File: src/rtl/clul_pkg.sv
// ---------------------------------------------------------------------------
// clul_pkg
// shared types and codes for the circular list insert/remove unit
// ---------------------------------------------------------------------------
package clul_pkg;

    // operation code of an input transfer
    typedef enum logic [1:0] {
        KIND_ADD_FRONT = 2'd0,
        KIND_ADD_BACK  = 2'd1,
        KIND_REMOVE    = 2'd2,
        KIND_NONE      = 2'd3
    } t_kind;

    // status code of a result transfer
    typedef enum logic [1:0] {
        ST_DONE      = 2'd0,
        ST_FULL      = 2'd1,
        ST_NOT_FOUND = 2'd2,
        ST_EMPTY     = 2'd3
    } t_status;

    // sequencer states
    typedef enum logic [2:0] {
        S_IDLE,
        S_INS_A,
        S_INS_B,
        S_WALK,
        S_RELINK,
        S_FIXV,
        S_RESP
    } t_state;

    // write enables of the link tables
    typedef struct packed {
        logic val;
        logic nxt;
        logic prv;
    } t_ram_we;

    // free pool requests
    typedef struct packed {
        logic alloc;
        logic release_slot;
    } t_pool_ctl;

endpackage

File: src/rtl/circular_list_insert_remove_unit.sv
// ---------------------------------------------------------------------------
// circular_list_insert_remove_unit
// bounded circular doubly linked list with add front, add back and
// remove first matching value
// ---------------------------------------------------------------------------
// usage
//   input channel: i_in_valid / o_in_stall carry kind and value; a transfer
//   takes place when valid is high and stall is low
//   output channel: o_out_valid / i_out_stall carry status, count, empty
//   flag and the head and tail values after the operation
//   one result per input transfer, in order
// timing
//   one item at a time; o_in_stall is high from the accepting edge until the
//   result is loaded into the output register
//   add: an empty list passes S_INS_A, others S_INS_A and S_INS_B; a full list
//   goes straight to S_RESP; remove: walks from the head (the value table read
//   port moves one link per cycle); with entries left, S_RELINK and S_FIXV relink
//   and refetch the end value; an empty list or unused kind goes straight to S_RESP
//   the next item can be taken while the result still waits in the output
//   register
// reset
//   synchronous, active low; list empty, no clearing pass is needed
// stall
//   a stalled result holds; a finished operation waits in its response
//   state until the output register is free
// ---------------------------------------------------------------------------
module circular_list_insert_remove_unit #(
    parameter int CAPACITY   = 16,
    parameter int VALUE_BITS = 32
) (
    input  logic                         i_clk,
    input  logic                         i_rst_n,
    // input channel
    input  logic                         i_in_valid,
    output logic                         o_in_stall,
    input  logic [1:0]                   i_in_kind,
    input  logic signed [VALUE_BITS-1:0] i_in_value,
    // output channel
    output logic                         o_out_valid,
    input  logic                         i_out_stall,
    output logic [1:0]                   o_out_status,
    output logic [$clog2(CAPACITY+1)-1:0] o_out_count,
    output logic                         o_out_is_empty,
    output logic signed [VALUE_BITS-1:0] o_out_first_value,
    output logic signed [VALUE_BITS-1:0] o_out_last_value
);
    import clul_pkg::*;

    localparam int SLOT_W = (CAPACITY > 1) ? $clog2(CAPACITY) : 1;
    localparam int CNT_W  = $clog2(CAPACITY + 1);

    // sequencer and list registers
    t_state                r_state, n_state;
    t_kind                 r_kind, n_kind;
    t_status               r_status, n_status;
    logic [VALUE_BITS-1:0] r_value, n_value;
    logic [CNT_W-1:0]      r_count, n_count;
    logic [CNT_W-1:0]      r_idx, n_idx;
    logic [SLOT_W-1:0]     r_head, n_head;
    logic [SLOT_W-1:0]     r_tail, n_tail;
    logic [VALUE_BITS-1:0] r_head_val, n_head_val;
    logic [VALUE_BITS-1:0] r_tail_val, n_tail_val;
    logic [SLOT_W-1:0]     r_cur, n_cur;
    logic [SLOT_W-1:0]     r_slot, n_slot;
    logic                  r_fix_head, n_fix_head;
    logic                  r_fix_tail, n_fix_tail;

    // output register
    logic                  r_out_valid, n_out_valid;
    t_status               r_out_status, n_out_status;
    logic [CNT_W-1:0]      r_out_count, n_out_count;
    logic                  r_out_empty, n_out_empty;
    logic [VALUE_BITS-1:0] r_out_first, n_out_first;
    logic [VALUE_BITS-1:0] r_out_last, n_out_last;

    // table and pool interfaces
    t_ram_we               ram_we;
    logic [SLOT_W-1:0]     rd_addr;
    logic [SLOT_W-1:0]     val_addr, nxt_addr, nxt_data, prv_addr, prv_data;
    logic [VALUE_BITS-1:0] val_q;
    logic [SLOT_W-1:0]     nxt_q, prv_q;
    t_pool_ctl             pool_ctl;
    logic [SLOT_W-1:0]     release_slot;
    logic [SLOT_W-1:0]     alloc_slot;

    logic                  in_xfer;
    logic                  out_free;
    logic                  match;

    clul_link_ram #(
        .CAPACITY  (CAPACITY),
        .VALUE_BITS(VALUE_BITS),
        .SLOT_W    (SLOT_W)
    ) u_link_ram (
        .i_clk     (i_clk),
        .i_we      (ram_we),
        .i_rd_addr (rd_addr),
        .i_val_addr(val_addr),
        .i_val_data(r_value),
        .i_nxt_addr(nxt_addr),
        .i_nxt_data(nxt_data),
        .i_prv_addr(prv_addr),
        .i_prv_data(prv_data),
        .o_val_q   (val_q),
        .o_nxt_q   (nxt_q),
        .o_prv_q   (prv_q)
    );

    clul_free_pool #(
        .CAPACITY(CAPACITY),
        .SLOT_W  (SLOT_W),
        .CNT_W   (CNT_W)
    ) u_free_pool (
        .i_clk         (i_clk),
        .i_rst_n       (i_rst_n),
        .i_ctl         (pool_ctl),
        .i_release_slot(release_slot),
        .o_alloc_slot  (alloc_slot)
    );

    assign o_in_stall = (r_state != S_IDLE);
    assign in_xfer    = i_in_valid && !o_in_stall;
    assign out_free   = !r_out_valid || !i_out_stall;
    // the one wide comparator, reused for every walked entry
    assign match      = (val_q == r_value);

    always_ff @(posedge i_clk) begin
        if (!i_rst_n) begin
            r_state     <= S_IDLE;
            r_count     <= '0;
            r_head      <= '0;
            r_tail      <= '0;
            r_out_valid <= 1'b0;
        end else begin
            r_state     <= n_state;
            r_count     <= n_count;
            r_head      <= n_head;
            r_tail      <= n_tail;
            r_out_valid <= n_out_valid;
        end
    end

    // payload registers, no reset
    always_ff @(posedge i_clk) begin
        r_kind       <= n_kind;
        r_status     <= n_status;
        r_value      <= n_value;
        r_idx        <= n_idx;
        r_head_val   <= n_head_val;
        r_tail_val   <= n_tail_val;
        r_cur        <= n_cur;
        r_slot       <= n_slot;
        r_fix_head   <= n_fix_head;
        r_fix_tail   <= n_fix_tail;
        r_out_status <= n_out_status;
        r_out_count  <= n_out_count;
        r_out_empty  <= n_out_empty;
        r_out_first  <= n_out_first;
        r_out_last   <= n_out_last;
    end

    always_comb begin
        n_state      = r_state;
        n_kind       = r_kind;
        n_status     = r_status;
        n_value      = r_value;
        n_count      = r_count;
        n_idx        = r_idx;
        n_head       = r_head;
        n_tail       = r_tail;
        n_head_val   = r_head_val;
        n_tail_val   = r_tail_val;
        n_cur        = r_cur;
        n_slot       = r_slot;
        n_fix_head   = r_fix_head;
        n_fix_tail   = r_fix_tail;
        n_out_valid  = r_out_valid && i_out_stall;
        n_out_status = r_out_status;
        n_out_count  = r_out_count;
        n_out_empty  = r_out_empty;
        n_out_first  = r_out_first;
        n_out_last   = r_out_last;

        ram_we       = '0;
        rd_addr      = r_cur;
        val_addr     = r_slot;
        nxt_addr     = r_slot;
        nxt_data     = r_slot;
        prv_addr     = r_slot;
        prv_data     = r_slot;
        pool_ctl     = '0;
        release_slot = r_cur;

        unique case (r_state)
            S_IDLE: begin
                // head entry is fetched ahead so a walk starts at once
                rd_addr = r_head;
                if (in_xfer) begin
                    n_kind  = t_kind'(i_in_kind);
                    n_value = i_in_value;
                    unique case (t_kind'(i_in_kind))
                        KIND_ADD_FRONT, KIND_ADD_BACK: begin
                            if (r_count == CNT_W'(CAPACITY)) begin
                                n_status = ST_FULL;
                                n_state  = S_RESP;
                            end else begin
                                n_state = S_INS_A;
                            end
                        end
                        KIND_REMOVE: begin
                            if (r_count == '0) begin
                                n_status = ST_EMPTY;
                                n_state  = S_RESP;
                            end else begin
                                n_cur   = r_head;
                                n_idx   = '0;
                                n_state = S_WALK;
                            end
                        end
                        default: begin
                            n_status = ST_DONE;
                            n_state  = S_RESP;
                        end
                    endcase
                end
            end

            S_INS_A: begin
                // new slot points to itself or closes the ring at both ends
                pool_ctl.alloc = 1'b1;
                n_slot         = alloc_slot;
                ram_we         = '{val: 1'b1, nxt: 1'b1, prv: 1'b1};
                val_addr       = alloc_slot;
                nxt_addr       = alloc_slot;
                prv_addr       = alloc_slot;
                if (r_count == '0) begin
                    nxt_data   = alloc_slot;
                    prv_data   = alloc_slot;
                    n_head     = alloc_slot;
                    n_tail     = alloc_slot;
                    n_head_val = r_value;
                    n_tail_val = r_value;
                    n_count    = r_count + 1'b1;
                    n_status   = ST_DONE;
                    n_state    = S_RESP;
                end else begin
                    nxt_data = r_head;
                    prv_data = r_tail;
                    n_state  = S_INS_B;
                end
            end

            S_INS_B: begin
                // old tail and old head now point at the new slot
                ram_we   = '{val: 1'b0, nxt: 1'b1, prv: 1'b1};
                nxt_addr = r_tail;
                nxt_data = r_slot;
                prv_addr = r_head;
                prv_data = r_slot;
                if (r_kind == KIND_ADD_FRONT) begin
                    n_head     = r_slot;
                    n_head_val = r_value;
                end else begin
                    n_tail     = r_slot;
                    n_tail_val = r_value;
                end
                n_count  = r_count + 1'b1;
                n_status = ST_DONE;
                n_state  = S_RESP;
            end

            S_WALK: begin
                // entry at r_cur is on the read port; on a mismatch fetch its successor, on a match hold it
                if (match) begin
                    rd_addr = r_cur;
                    if (r_count == CNT_W'(1)) begin
                        pool_ctl.release_slot = 1'b1;
                        n_count  = '0;
                        n_head   = '0;
                        n_tail   = '0;
                        n_status = ST_DONE;
                        n_state  = S_RESP;
                    end else begin
                        n_state = S_RELINK;
                    end
                end else begin
                    rd_addr = nxt_q;
                    if (r_idx == CNT_W'(r_count - 1'b1)) begin
                        n_status = ST_NOT_FOUND;
                        n_state  = S_RESP;
                    end else begin
                        n_cur = nxt_q;
                        n_idx = r_idx + 1'b1;
                    end
                end
            end

            S_RELINK: begin
                // bridge predecessor and successor, free the slot
                ram_we   = '{val: 1'b0, nxt: 1'b1, prv: 1'b1};
                nxt_addr = prv_q;
                nxt_data = nxt_q;
                prv_addr = nxt_q;
                prv_data = prv_q;
                pool_ctl.release_slot = 1'b1;
                n_fix_head = (r_cur == r_head);
                n_fix_tail = (r_cur == r_tail);
                rd_addr    = (r_cur == r_head) ? nxt_q : prv_q;
                if (r_cur == r_head) begin
                    n_head = nxt_q;
                end
                if (r_cur == r_tail) begin
                    n_tail = prv_q;
                end
                n_count  = r_count - 1'b1;
                n_status = ST_DONE;
                n_state  = S_FIXV;
            end

            S_FIXV: begin
                // new end value arrives from the value table
                if (r_fix_head) begin
                    n_head_val = val_q;
                end
                if (r_fix_tail) begin
                    n_tail_val = val_q;
                end
                n_state = S_RESP;
            end

            S_RESP: begin
                if (out_free) begin
                    n_out_valid  = 1'b1;
                    n_out_status = r_status;
                    n_out_count  = r_count;
                    n_out_empty  = (r_count == '0);
                    n_out_first  = (r_count == '0) ? '0 : r_head_val;
                    n_out_last   = (r_count == '0) ? '0 : r_tail_val;
                    n_state      = S_IDLE;
                end
            end

            default: begin
                n_state = S_IDLE;
            end
        endcase
    end

    assign o_out_valid       = r_out_valid;
    assign o_out_status      = r_out_status;
    assign o_out_count       = r_out_count;
    assign o_out_is_empty    = r_out_empty;
    assign o_out_first_value = r_out_first;
    assign o_out_last_value  = r_out_last;

    // list never holds more than its capacity
    a_count_bound: assert property (@(posedge i_clk) disable iff (!i_rst_n)
        r_count <= CNT_W'(CAPACITY))
        else $error("entry count above capacity");

    // walk index stays inside the list
    a_walk_bound: assert property (@(posedge i_clk) disable iff (!i_rst_n)
        (r_state == S_WALK) |-> (r_idx < r_count))
        else $error("walk ran past the last entry");

    // empty flag agrees with the reported count
    a_empty_flag: assert property (@(posedge i_clk) disable iff (!i_rst_n)
        o_out_valid |-> (o_out_is_empty == (o_out_count == '0)))
        else $error("empty flag disagrees with count");

    // an accepted transfer always starts the sequencer
    a_busy_after_accept: assert property (@(posedge i_clk) disable iff (!i_rst_n)
        in_xfer |=> (r_state != S_IDLE))
        else $error("sequencer idle after accepted transfer");

endmodule

File: src/rtl/clul_link_ram.sv
// ---------------------------------------------------------------------------
// clul_link_ram
// value, successor and predecessor tables, one write and one registered
// read per table and cycle, all read at one shared address
// ---------------------------------------------------------------------------
module clul_link_ram #(
    parameter int CAPACITY   = 16,
    parameter int VALUE_BITS = 32,
    parameter int SLOT_W     = 4
) (
    input  logic                  i_clk,
    input  clul_pkg::t_ram_we     i_we,
    input  logic [SLOT_W-1:0]     i_rd_addr,
    input  logic [SLOT_W-1:0]     i_val_addr,
    input  logic [VALUE_BITS-1:0] i_val_data,
    input  logic [SLOT_W-1:0]     i_nxt_addr,
    input  logic [SLOT_W-1:0]     i_nxt_data,
    input  logic [SLOT_W-1:0]     i_prv_addr,
    input  logic [SLOT_W-1:0]     i_prv_data,
    output logic [VALUE_BITS-1:0] o_val_q,
    output logic [SLOT_W-1:0]     o_nxt_q,
    output logic [SLOT_W-1:0]     o_prv_q
);
    import clul_pkg::*;

    logic [VALUE_BITS-1:0] r_val_mem [CAPACITY];
    logic [SLOT_W-1:0]     r_nxt_mem [CAPACITY];
    logic [SLOT_W-1:0]     r_prv_mem [CAPACITY];

    always_ff @(posedge i_clk) begin
        if (i_we.val) begin
            r_val_mem[i_val_addr] <= i_val_data;
        end
        o_val_q <= r_val_mem[i_rd_addr];
    end

    always_ff @(posedge i_clk) begin
        if (i_we.nxt) begin
            r_nxt_mem[i_nxt_addr] <= i_nxt_data;
        end
        o_nxt_q <= r_nxt_mem[i_rd_addr];
    end

    always_ff @(posedge i_clk) begin
        if (i_we.prv) begin
            r_prv_mem[i_prv_addr] <= i_prv_data;
        end
        o_prv_q <= r_prv_mem[i_rd_addr];
    end

endmodule

File: src/rtl/clul_free_pool.sv
// ---------------------------------------------------------------------------
// clul_free_pool
// slot allocator: never used slots come from a fill counter, released
// slots go on a stack memory and are handed out again first
// ---------------------------------------------------------------------------
module clul_free_pool #(
    parameter int CAPACITY = 16,
    parameter int SLOT_W   = 4,
    parameter int CNT_W    = 5
) (
    input  logic                i_clk,
    input  logic                i_rst_n,
    input  clul_pkg::t_pool_ctl i_ctl,
    input  logic [SLOT_W-1:0]   i_release_slot,
    output logic [SLOT_W-1:0]   o_alloc_slot
);
    import clul_pkg::*;

    logic [SLOT_W-1:0] r_stack [CAPACITY];
    logic [SLOT_W-1:0] r_top_q;
    logic [CNT_W-1:0]  r_sp;
    logic [CNT_W-1:0]  r_fill;
    logic [SLOT_W-1:0] top_addr;

    assign top_addr = SLOT_W'(r_sp - 1'b1);

    // stack memory, top entry read every cycle
    always_ff @(posedge i_clk) begin
        if (i_ctl.release_slot) begin
            r_stack[r_sp[SLOT_W-1:0]] <= i_release_slot;
        end
        r_top_q <= r_stack[top_addr];
    end

    always_ff @(posedge i_clk) begin
        if (!i_rst_n) begin
            r_sp   <= '0;
            r_fill <= '0;
        end else if (i_ctl.release_slot) begin
            r_sp <= r_sp + 1'b1;
        end else if (i_ctl.alloc) begin
            if (r_sp != '0) begin
                r_sp <= r_sp - 1'b1;
            end else begin
                r_fill <= r_fill + 1'b1;
            end
        end
    end

    assign o_alloc_slot = (r_sp != '0) ? r_top_q : r_fill[SLOT_W-1:0];

endmodule
File: config.mk
export PLATFORM = sky130hd
export DESIGN_NAME = circular_list_insert_remove_unit
export DESIGN_NICKNAME = d
export VERILOG_FILES = /design/src/rtl/clul_pkg.sv /design/src/rtl/circular_list_insert_remove_unit.sv /design/src/rtl/clul_link_ram.sv /design/src/rtl/clul_free_pool.sv
export SDC_FILE = /design/constraint.sdc
export NUM_CORES = 1
export LEC_CHECK = 0
export BUFFER_PORTS_ARGS = -buffer_cell sky130_fd_sc_hd__buf_2
export CAP_MARGIN = 5
export CORE_MARGIN = 2
export CORE_UTILIZATION = 50
export CTS_BUF_LIST = sky130_fd_sc_hd__clkbuf_16
export DETAILED_ROUTE_END_ITERATION = 8
export HOLD_SLACK_MARGIN = 0.15
export PLACE_DENSITY_LB_ADDON = 0.25
export SYNTH_ARGS = -nofsm -noshare
export SYNTH_HDL_FRONTEND = slang
export SYNTH_SLANG_ARGS = --single-unit
File: constraint.sdc
create_clock -name i_clk -period 11.7 [get_ports i_clk]
set_input_delay 0.585 -clock i_clk [delete_from_list [all_inputs] [get_ports i_clk]]
set_output_delay 0.585 -clock i_clk [all_outputs]
set_load 0.1 [all_outputs]
* Word level (Yosys, flattened, before mapping)
Memory sizes are Yosys's and may differ from the RTL's. A register that Yosys moved wholly into a read port is not among the register bits.
Cells that the tools add are included.
** Operators by class
- Add/sub/neg operators :: 6
- Multiply operators :: 0
- Divide/modulo/power cells :: 0
- Magnitude comparators :: 0
- Equality and inequality tests :: 33
- Shift-type cells :: 0
- Muxes and demuxes :: 79
- Bitwise logic cells :: 2
- Reduce and logical (&&, ||, !) cells :: 33
** Operators by type and width (count)
- $pmux 32 s3 :: 2
- $mux 32 :: 5
- $mux 4 :: 17
- $mux 5 :: 11
- $pmux 4 s3 :: 3
- $eq 32x32->1 :: 1
- $pmux 4 s4 :: 2
- $ne 2x2->1 const B :: 14
- $pmux 4 s2 :: 3
- $mux 3 :: 7
- $add 5x1->5 const B :: 4
- $pmux 5 s4 :: 1
- $pmux 3 s6 :: 1
- $mux 2 :: 8
- $mux 1 :: 13
- $ne 3x3->1 const B :: 4
- $pmux 3 s2 :: 2
- $reduce_and 4->1 :: 3
- $pmux 5 s2 :: 1
- $reduce_and 5->1 :: 2
- $sub 5x1->5 const B :: 2
- $eq 3x3->1 const B :: 3
- $eq 4x4->1 :: 2
- $pmux 2 s4 :: 1
- 26 further kinds :: 41
** Storage, ports and cells
- Register bits after elaboration :: 214
- Bits in latches :: 0
- Memory bits (writable) :: 704
- ROM bits :: 0
- Bits of input ports :: 38
- Output and inout port bits :: 74
- Word-level logic and storage cells :: 179
- Memories kept :: 4
** Memory list
- u_link_ram.r_val_mem :: words 16, bits a word 32, rd ports 1, clocked after memory_dff 1, wr ports 1, line clul_link_ram.sv:26 : logic [VALUE_BITS-1:0] r_val_mem [CAPACITY];
- u_free_pool.r_stack :: words 16, bits a word 4, rd ports 1, clocked after memory_dff 1, wr ports 1, line clul_free_pool.sv:19 : logic [SLOT_W-1:0] r_stack [CAPACITY];
- u_link_ram.r_nxt_mem :: words 16, bits a word 4, rd ports 1, clocked after memory_dff 1, wr ports 1, line clul_link_ram.sv:27 : logic [SLOT_W-1:0] r_nxt_mem [CAPACITY];
- u_link_ram.r_prv_mem :: words 16, bits a word 4, rd ports 1, clocked after memory_dff 1, wr ports 1, line clul_link_ram.sv:28 : logic [SLOT_W-1:0] r_prv_mem [CAPACITY];

* Logic depth before layout (Yosys ltp)
- Depth after elaboration :: 6
- Depth in mapped cells :: 14
- Depth with buffers taken out :: 10

* Hierarchy
A second synthesis with hierarchy kept.
** Unflattened totals
- Cells, all modules :: 2000
- Area total of the unflattened synthesis :: 37642.4 um^2
** Modules (own cells, without submodules)
- clul_link_ram :: times used 1, cells each 1086, area each 25351.8 um^2, sequential area each 20019.2 um^2
- circular_list_insert_remove_unit :: times used 1, cells each 684, area each 9051.2 um^2, sequential area each 5915.7 um^2
- clul_free_pool :: times used 1, cells each 230, area each 3239.4 um^2, sequential area each 2182.1 um^2

* Worst setup path before layout
Ideal clock, no wire load.
- Path kind :: reg-to-reg
- Start :: reg u_free_pool.r_sp[0]
- End :: mem u_link_ram.r_val_mem[7][0] (enable)
- Library setup time :: 0.501 ns
- Arrival time :: 5.149 ns
- Data required time :: 11.199 ns
- Slack :: 6.049 ns
- Cell stages (with the launch flop) :: 10
- Buffers on the path :: 3
- Clock period less this slack :: 5.651 ns
- Path through :: dfxtp_1 -> clkbuf_1 -> clkbuf_1 -> inv_1 -> ha_1 -> nor4b_1 -> clkbuf_1 -> mux2i_1 -> nand2_1 -> nor4_1
** On the way
- Longest elaborated chain between the ends :: 3
** RTL lines
- from (decl) :: line clul_free_pool.sv:21 : logic [CNT_W-1:0] r_sp;
- from (signal assigned) :: line clul_free_pool.sv:40 : r_sp <= r_sp + 1'b1;
- from (signal assigned) :: line clul_free_pool.sv:43 : r_sp <= r_sp - 1'b1;
- $reduce_bool 5->1 :: line clul_free_pool.sv:50 : assign o_alloc_slot = (r_sp != '0) ? r_top_q : r_fill[SLOT_W-1:0];
- $mux 4 :: line clul_free_pool.sv:50
- $mux 4
- to (decl) :: line clul_link_ram.sv:26
No other way between the ends.

* Worst setup path after layout
- Start :: reg r_state[1]
- End :: reg u_link_ram.o_val_q[15] (read register of u_link_ram.r_val_mem)
** On the way
- Longest elaborated chain between the ends :: 2
- Elaborated cells on any way between the ends :: 4
- Classes of those cells :: eq/ne: 2; mux: 1; reduce/logical: 1
** RTL lines
- from (decl) :: line circular_list_insert_remove_unit.sv:53 : t_state r_state, n_state;
- from (signal assigned) :: line circular_list_insert_remove_unit.sv:135 : r_state <= n_state;
- $eq 3x3->1 (tied with other cells) :: line circular_list_insert_remove_unit.sv:194 : unique case (r_state)
- $pmux 4 s3 * :: line circular_list_insert_remove_unit.sv:194
- to (decl) :: line clul_link_ram.sv:20 : output logic [VALUE_BITS-1:0] o_val_q,
Every way passes the cells marked *; elsewhere a longest branch is shown, timed or not.
A chain may end at the register's enable or synchronous reset.

==> results summary <==
In this run the worst hold path is classified as in -> reg. The portion of the post-synthesis area used by sequential elements came out at 71.60%. The clock transition at the register clock pins on the worst setup and hold paths after CTS is 0.06 ns. The synthesized netlist cell count came out at 2732. For this design, the slowest cell found on the critical path is sky130_fd_sc_hd__buf_4. After detailed routing, the number of vias per cell comes to 6.218. The number of max-slew violations in the final report came to 0. After detailed placement, the total cell area comes to 40830 sq um. The most critical setup path has its startpoint at r_state[1]. The number of placement rows is 102. Setup violations remaining at the end of the flow were counted as 0. The number of vias after detailed routing came out at 24406.

The post-route netlist has 13.49% of its cells at a drive strength greater than 1. The slew at the pin closest to its max-slew limit came out at 1.286 ns. The deepest clock path buffer count is 3.

The synthesized cell area is 39270 sq um. In this design, the stage delay of the slowest critical-path cell is 0.87 ns. The termination of the worst setup path is u_link_ram.o_val_q[15]. The number of synthesized flops with an enable pin is 887. The critical path goes through nor2_1 > nand2_1 > clkinv_1 > a222oi_1 > buf_4 > buf_4 > buf_4 > a31oi_1 > o311ai_0 > o32ai_1 > a311o_1. Once detailed placement completed, the half-perimeter wirelength came to 55800 um. The clock tree synthesis step divided the H-tree into 3 levels.

During synthesis, Yosys emitted a total of 0 warnings. The boundary pin count came out at 112. The final critical-path share of the clock period came out at 54.22%. The flow ran to the end, and the final reports show no timing, DRC or antenna violations. Yosys attributes the largest share of cell area to sky130_fd_sc_hd__edfxtp_1, sky130_fd_sc_hd__dfxtp_1, sky130_fd_sc_hd__and2_1. Summing all non-filler instances in the final layout gives an area of 44030 sq um.

The worst-case IR drop observed on VDD is 331.8 uV. Once detail routing completed, the nets flagged for antenna violations numbered 0. The total congestion overflow after global routing came out at 0. The highest clock frequency the design can meet came out at 157.6 MHz. The total routed wirelength is 100900 um. The hold violation count in the final report is 0.

The first routing iteration left 3194 violations. The floorplan step defined a die boundary enclosing 80800 sq um. The number of global-route vias before repair came out at 23464. The largest area contributor in the synthesized netlist is sky130_fd_sc_hd__edfxtp_1.

The final RePlAce weighted congestion is 0.8564. The number of buffers created by CTS is 96. By startpoint and endpoint, the worst setup path is classified as reg -> reg.

The path depth of the worst reg2reg path is 11. The number of antenna violations at the first check in global routing is 7. The required time of the worst setup path is 12.23 ns. The number of remaining DRC errors came out at 0. The effective utilization at floorplan came out at 50.61%. The synthesized net count came out at 2780. The net total in the final layout is 2850. The synthesized area per cell came out at 14.37 sq um.

The final critical-path required period is 6.343 ns. The number of iterations in the first detailed-routing pass came out at 9. The die height came out at 284.3 um. The dominant register cell in the synthesized netlist is sky130_fd_sc_hd__edfxtp_1. The startpoint identified for the worst register-to-register timing path is r_state[1]. The max capacitance violation total is 0. Counting stages on the worst path, the most repeated cell is sky130_fd_sc_hd__buf_4. The simple-gate portion of the synthesized area is 9.692%. For this design the ratio of total power to cell area is 288.9 nW/um^2. The clock tree root buffer cell is sky130_fd_sc_hd__clkbuf_16.

The mux contribution to synthesized area came out at 2.402%. The proportion of register bits with asynchronous set or reset after synthesis came out at 0%. The clock tree from TritonCTS is built.

The first global-routing pass estimated 149500 um of wire. The cell leakage power came out at 14.38 nW. The post-synthesis xor/xnor area fraction came out at 1.227%.

The slack of the worst reg-to-reg path is 5.36 ns. The die width is 284.3 um. The final setup TNS came out at 0 ns. At the worst endpoint, the arrival time is 6.87 ns. Once the clock tree was built, the resizer swapped 0 gates to a different size.

The worst relative slew slack is 13.46%. Entering global routing, the biggest net connects 170 pins. After synthesis, the largest family of logic cells by area is compound AO/OA/AOI/OAI gates.

The final clock skew is 0.02033 ns. The clock insertion delay at the later pin of the skew report is 0.65 ns. The highest fanout seen on the critical path is 106. The worst setup path is launched from a flop. The clock sink count is 961.

The floorplan step defined a core boundary enclosing 77590 sq um. In this run the biggest area consumer among cell types represents 67.83% of the synthesized area. The count of cell types in the netlist came out at 62. Global routing used 24.49% of the available tracks. The worst register-to-register path ends at u_link_ram.o_val_q[15]. The number of buffers inserted by port buffering came out at 111. The endpoint kind of the worst setup timing path is a flop. The number of synthesized register bits is 961. The synthesized-area fraction occupied by ao, oa, aoi and oai cells is 11.97%. After Yosys synthesis, full adders, half adders and majority gates account for 0.3186% of the synthesized area.

Setup repair after global routing left no endpoint under its margin. The final routed wire length divided by cell count is 25.71 um. The area growth from synthesis to layout is 12.12%.
[kinds of logic after synthesis]
logic type                 count (synthesis)
DFF                                      961
xor gates and xnor gates                  55
buffers and inverters                    263
AOI/OAI and AO/OA                        636
and+or+nand+nor                          742
muxes                                     65
adders and majority gates                 10
[layer usage]
metal	vias up	track usage [%]	share of wire (%)
met5	-	0	0.034
met4	4	7.829	2.9
met3	202	6.011	10
met2	1248	37.41	45
met1	12194	34.73	42
li1	10758	-	-
[synthesized netlist by cell type, drive strengths merged, types with 8 or more instances]
| master | instances |
|---|---|
| dfxtp | 74 |
| o311ai | 40 |
| xnor2 | 10 |
| a311o | 41 |
| nor4 | 13 |
| mux2i | 11 |
| nor3 | 11 |
| and4 | 42 |
| a211oi | 45 |
| mux2 | 34 |
| nor2 | 100 |
| mux4 | 20 |
| o21a | 8 |
| a21oi | 137 |
| nand2 | 274 |
| nand2b | 19 |
| and2 | 237 |
| a22oi | 8 |
| a221oi | 160 |
| a31oi | 43 |
| xor2 | 45 |
| nand3 | 14 |
| a21boi | 15 |
| buf | 47 |
| o32ai | 40 |
| clkbuf | 165 |
| ha | 10 |
| o21ai | 52 |
| edfxtp | 887 |
| o211ai | 20 |
| inv | 50 |
[where the power goes]
| group | internal [mW] | switching [mW] |
|---|---|---|
| logic | 1.55 | 3.35 |
| clock network | 1.64 | 1.28 |
| registers | 4.54 | 0.354 |
| total | 7.73 | 4.99 |
[timing repair]
item,in CTS,in global routing
hold buffers,20,0
endpoints found under the hold margin,20,0
buffers inserted,0,0
[worst min-delay path by stage]
stage                        from               to  slack [ns]  cells past startpoint
finish              i_in_value[2]       r_value[2]        0.18                      1
global route         i_in_kind[0]        r_kind[0]        0.18                      1
detailed placement    r_status[0]  o_out_status[0]        0.42                      0
floorplan             r_status[0]  o_out_status[0]        0.40                      0
CTS                 i_in_value[2]       r_value[2]        0.16                      1
global placement      r_status[1]  o_out_status[1]        0.41                      0
[critical path, delay by kind of cell, from the launching register on]
family	cells	cell delay, ns
simple gates	2	1.00
flops	1	0.81
buf+inv	4	2.73
compound gates	5	1.53
[flip-flops by register name, summed over array words and instances, names as in the netlist, 5 cells and up]
register / cells
u_link_ram.r_val_mem: 512
u_free_pool.r_stack: 64
u_link_ram.r_nxt_mem: 64
u_link_ram.r_prv_mem: 64
o_out_first_value: 32
o_out_last_value: 32
r_head_val: 32
r_tail_val: 32
r_value: 32
u_link_ram.o_val_q: 32
o_out_count: 5
r_count: 5
r_idx: 5
u_free_pool.r_sp: 5
[per-stage QoR]
stage               hold slack (ns)  setup slack [ns]  cells  power [mW]  util, %
finish                       0.1827             5.357   3925       12.72    56.75
global route                 0.1801             4.896   3924       13.34    56.74
CTS                          0.1570             5.576   3924       12.71    56.74
detailed placement           0.4180             5.594   3724       9.779    52.62
global placement             0.4113             5.683   3724       9.659    52.61
floorplan                    0.4003             6.049   2732       8.274        -
[layout make-up]
class | count | area (sq um)
antenna | 1 | 2.502
inverter | 51 | 191.4
multi-input combinational | 1508 | 10260
timing repair buffer | 184 | 1166
fill | 6146 | 33560
clock buffer | 97 | 2427
clock inverter | 83 | 569.3
sequential | 961 | 28120
tap | 1040 | 1301
[cell usage in the layout, fill, tap and decap left out, types with 42 or more instances in the layout]
cell / n
sky130_fd_sc_hd__edfxtp_1: 887
sky130_fd_sc_hd__nand2_1: 273
sky130_fd_sc_hd__and2_1: 234
sky130_fd_sc_hd__a221oi_1: 156
sky130_fd_sc_hd__a21oi_1: 136
sky130_fd_sc_hd__buf_2: 111
sky130_fd_sc_hd__clkbuf_16: 97
sky130_fd_sc_hd__nor2_1: 87
sky130_fd_sc_hd__inv_1: 78
sky130_fd_sc_hd__dfxtp_1: 74
sky130_fd_sc_hd__buf_4: 52
sky130_fd_sc_hd__o21ai_0: 48
sky130_fd_sc_hd__xor2_1: 45
sky130_fd_sc_hd__a211oi_1: 45
sky130_fd_sc_hd__a31oi_1: 43
sky130_fd_sc_hd__and4_1: 42
(Power assumes the default switching activity.)
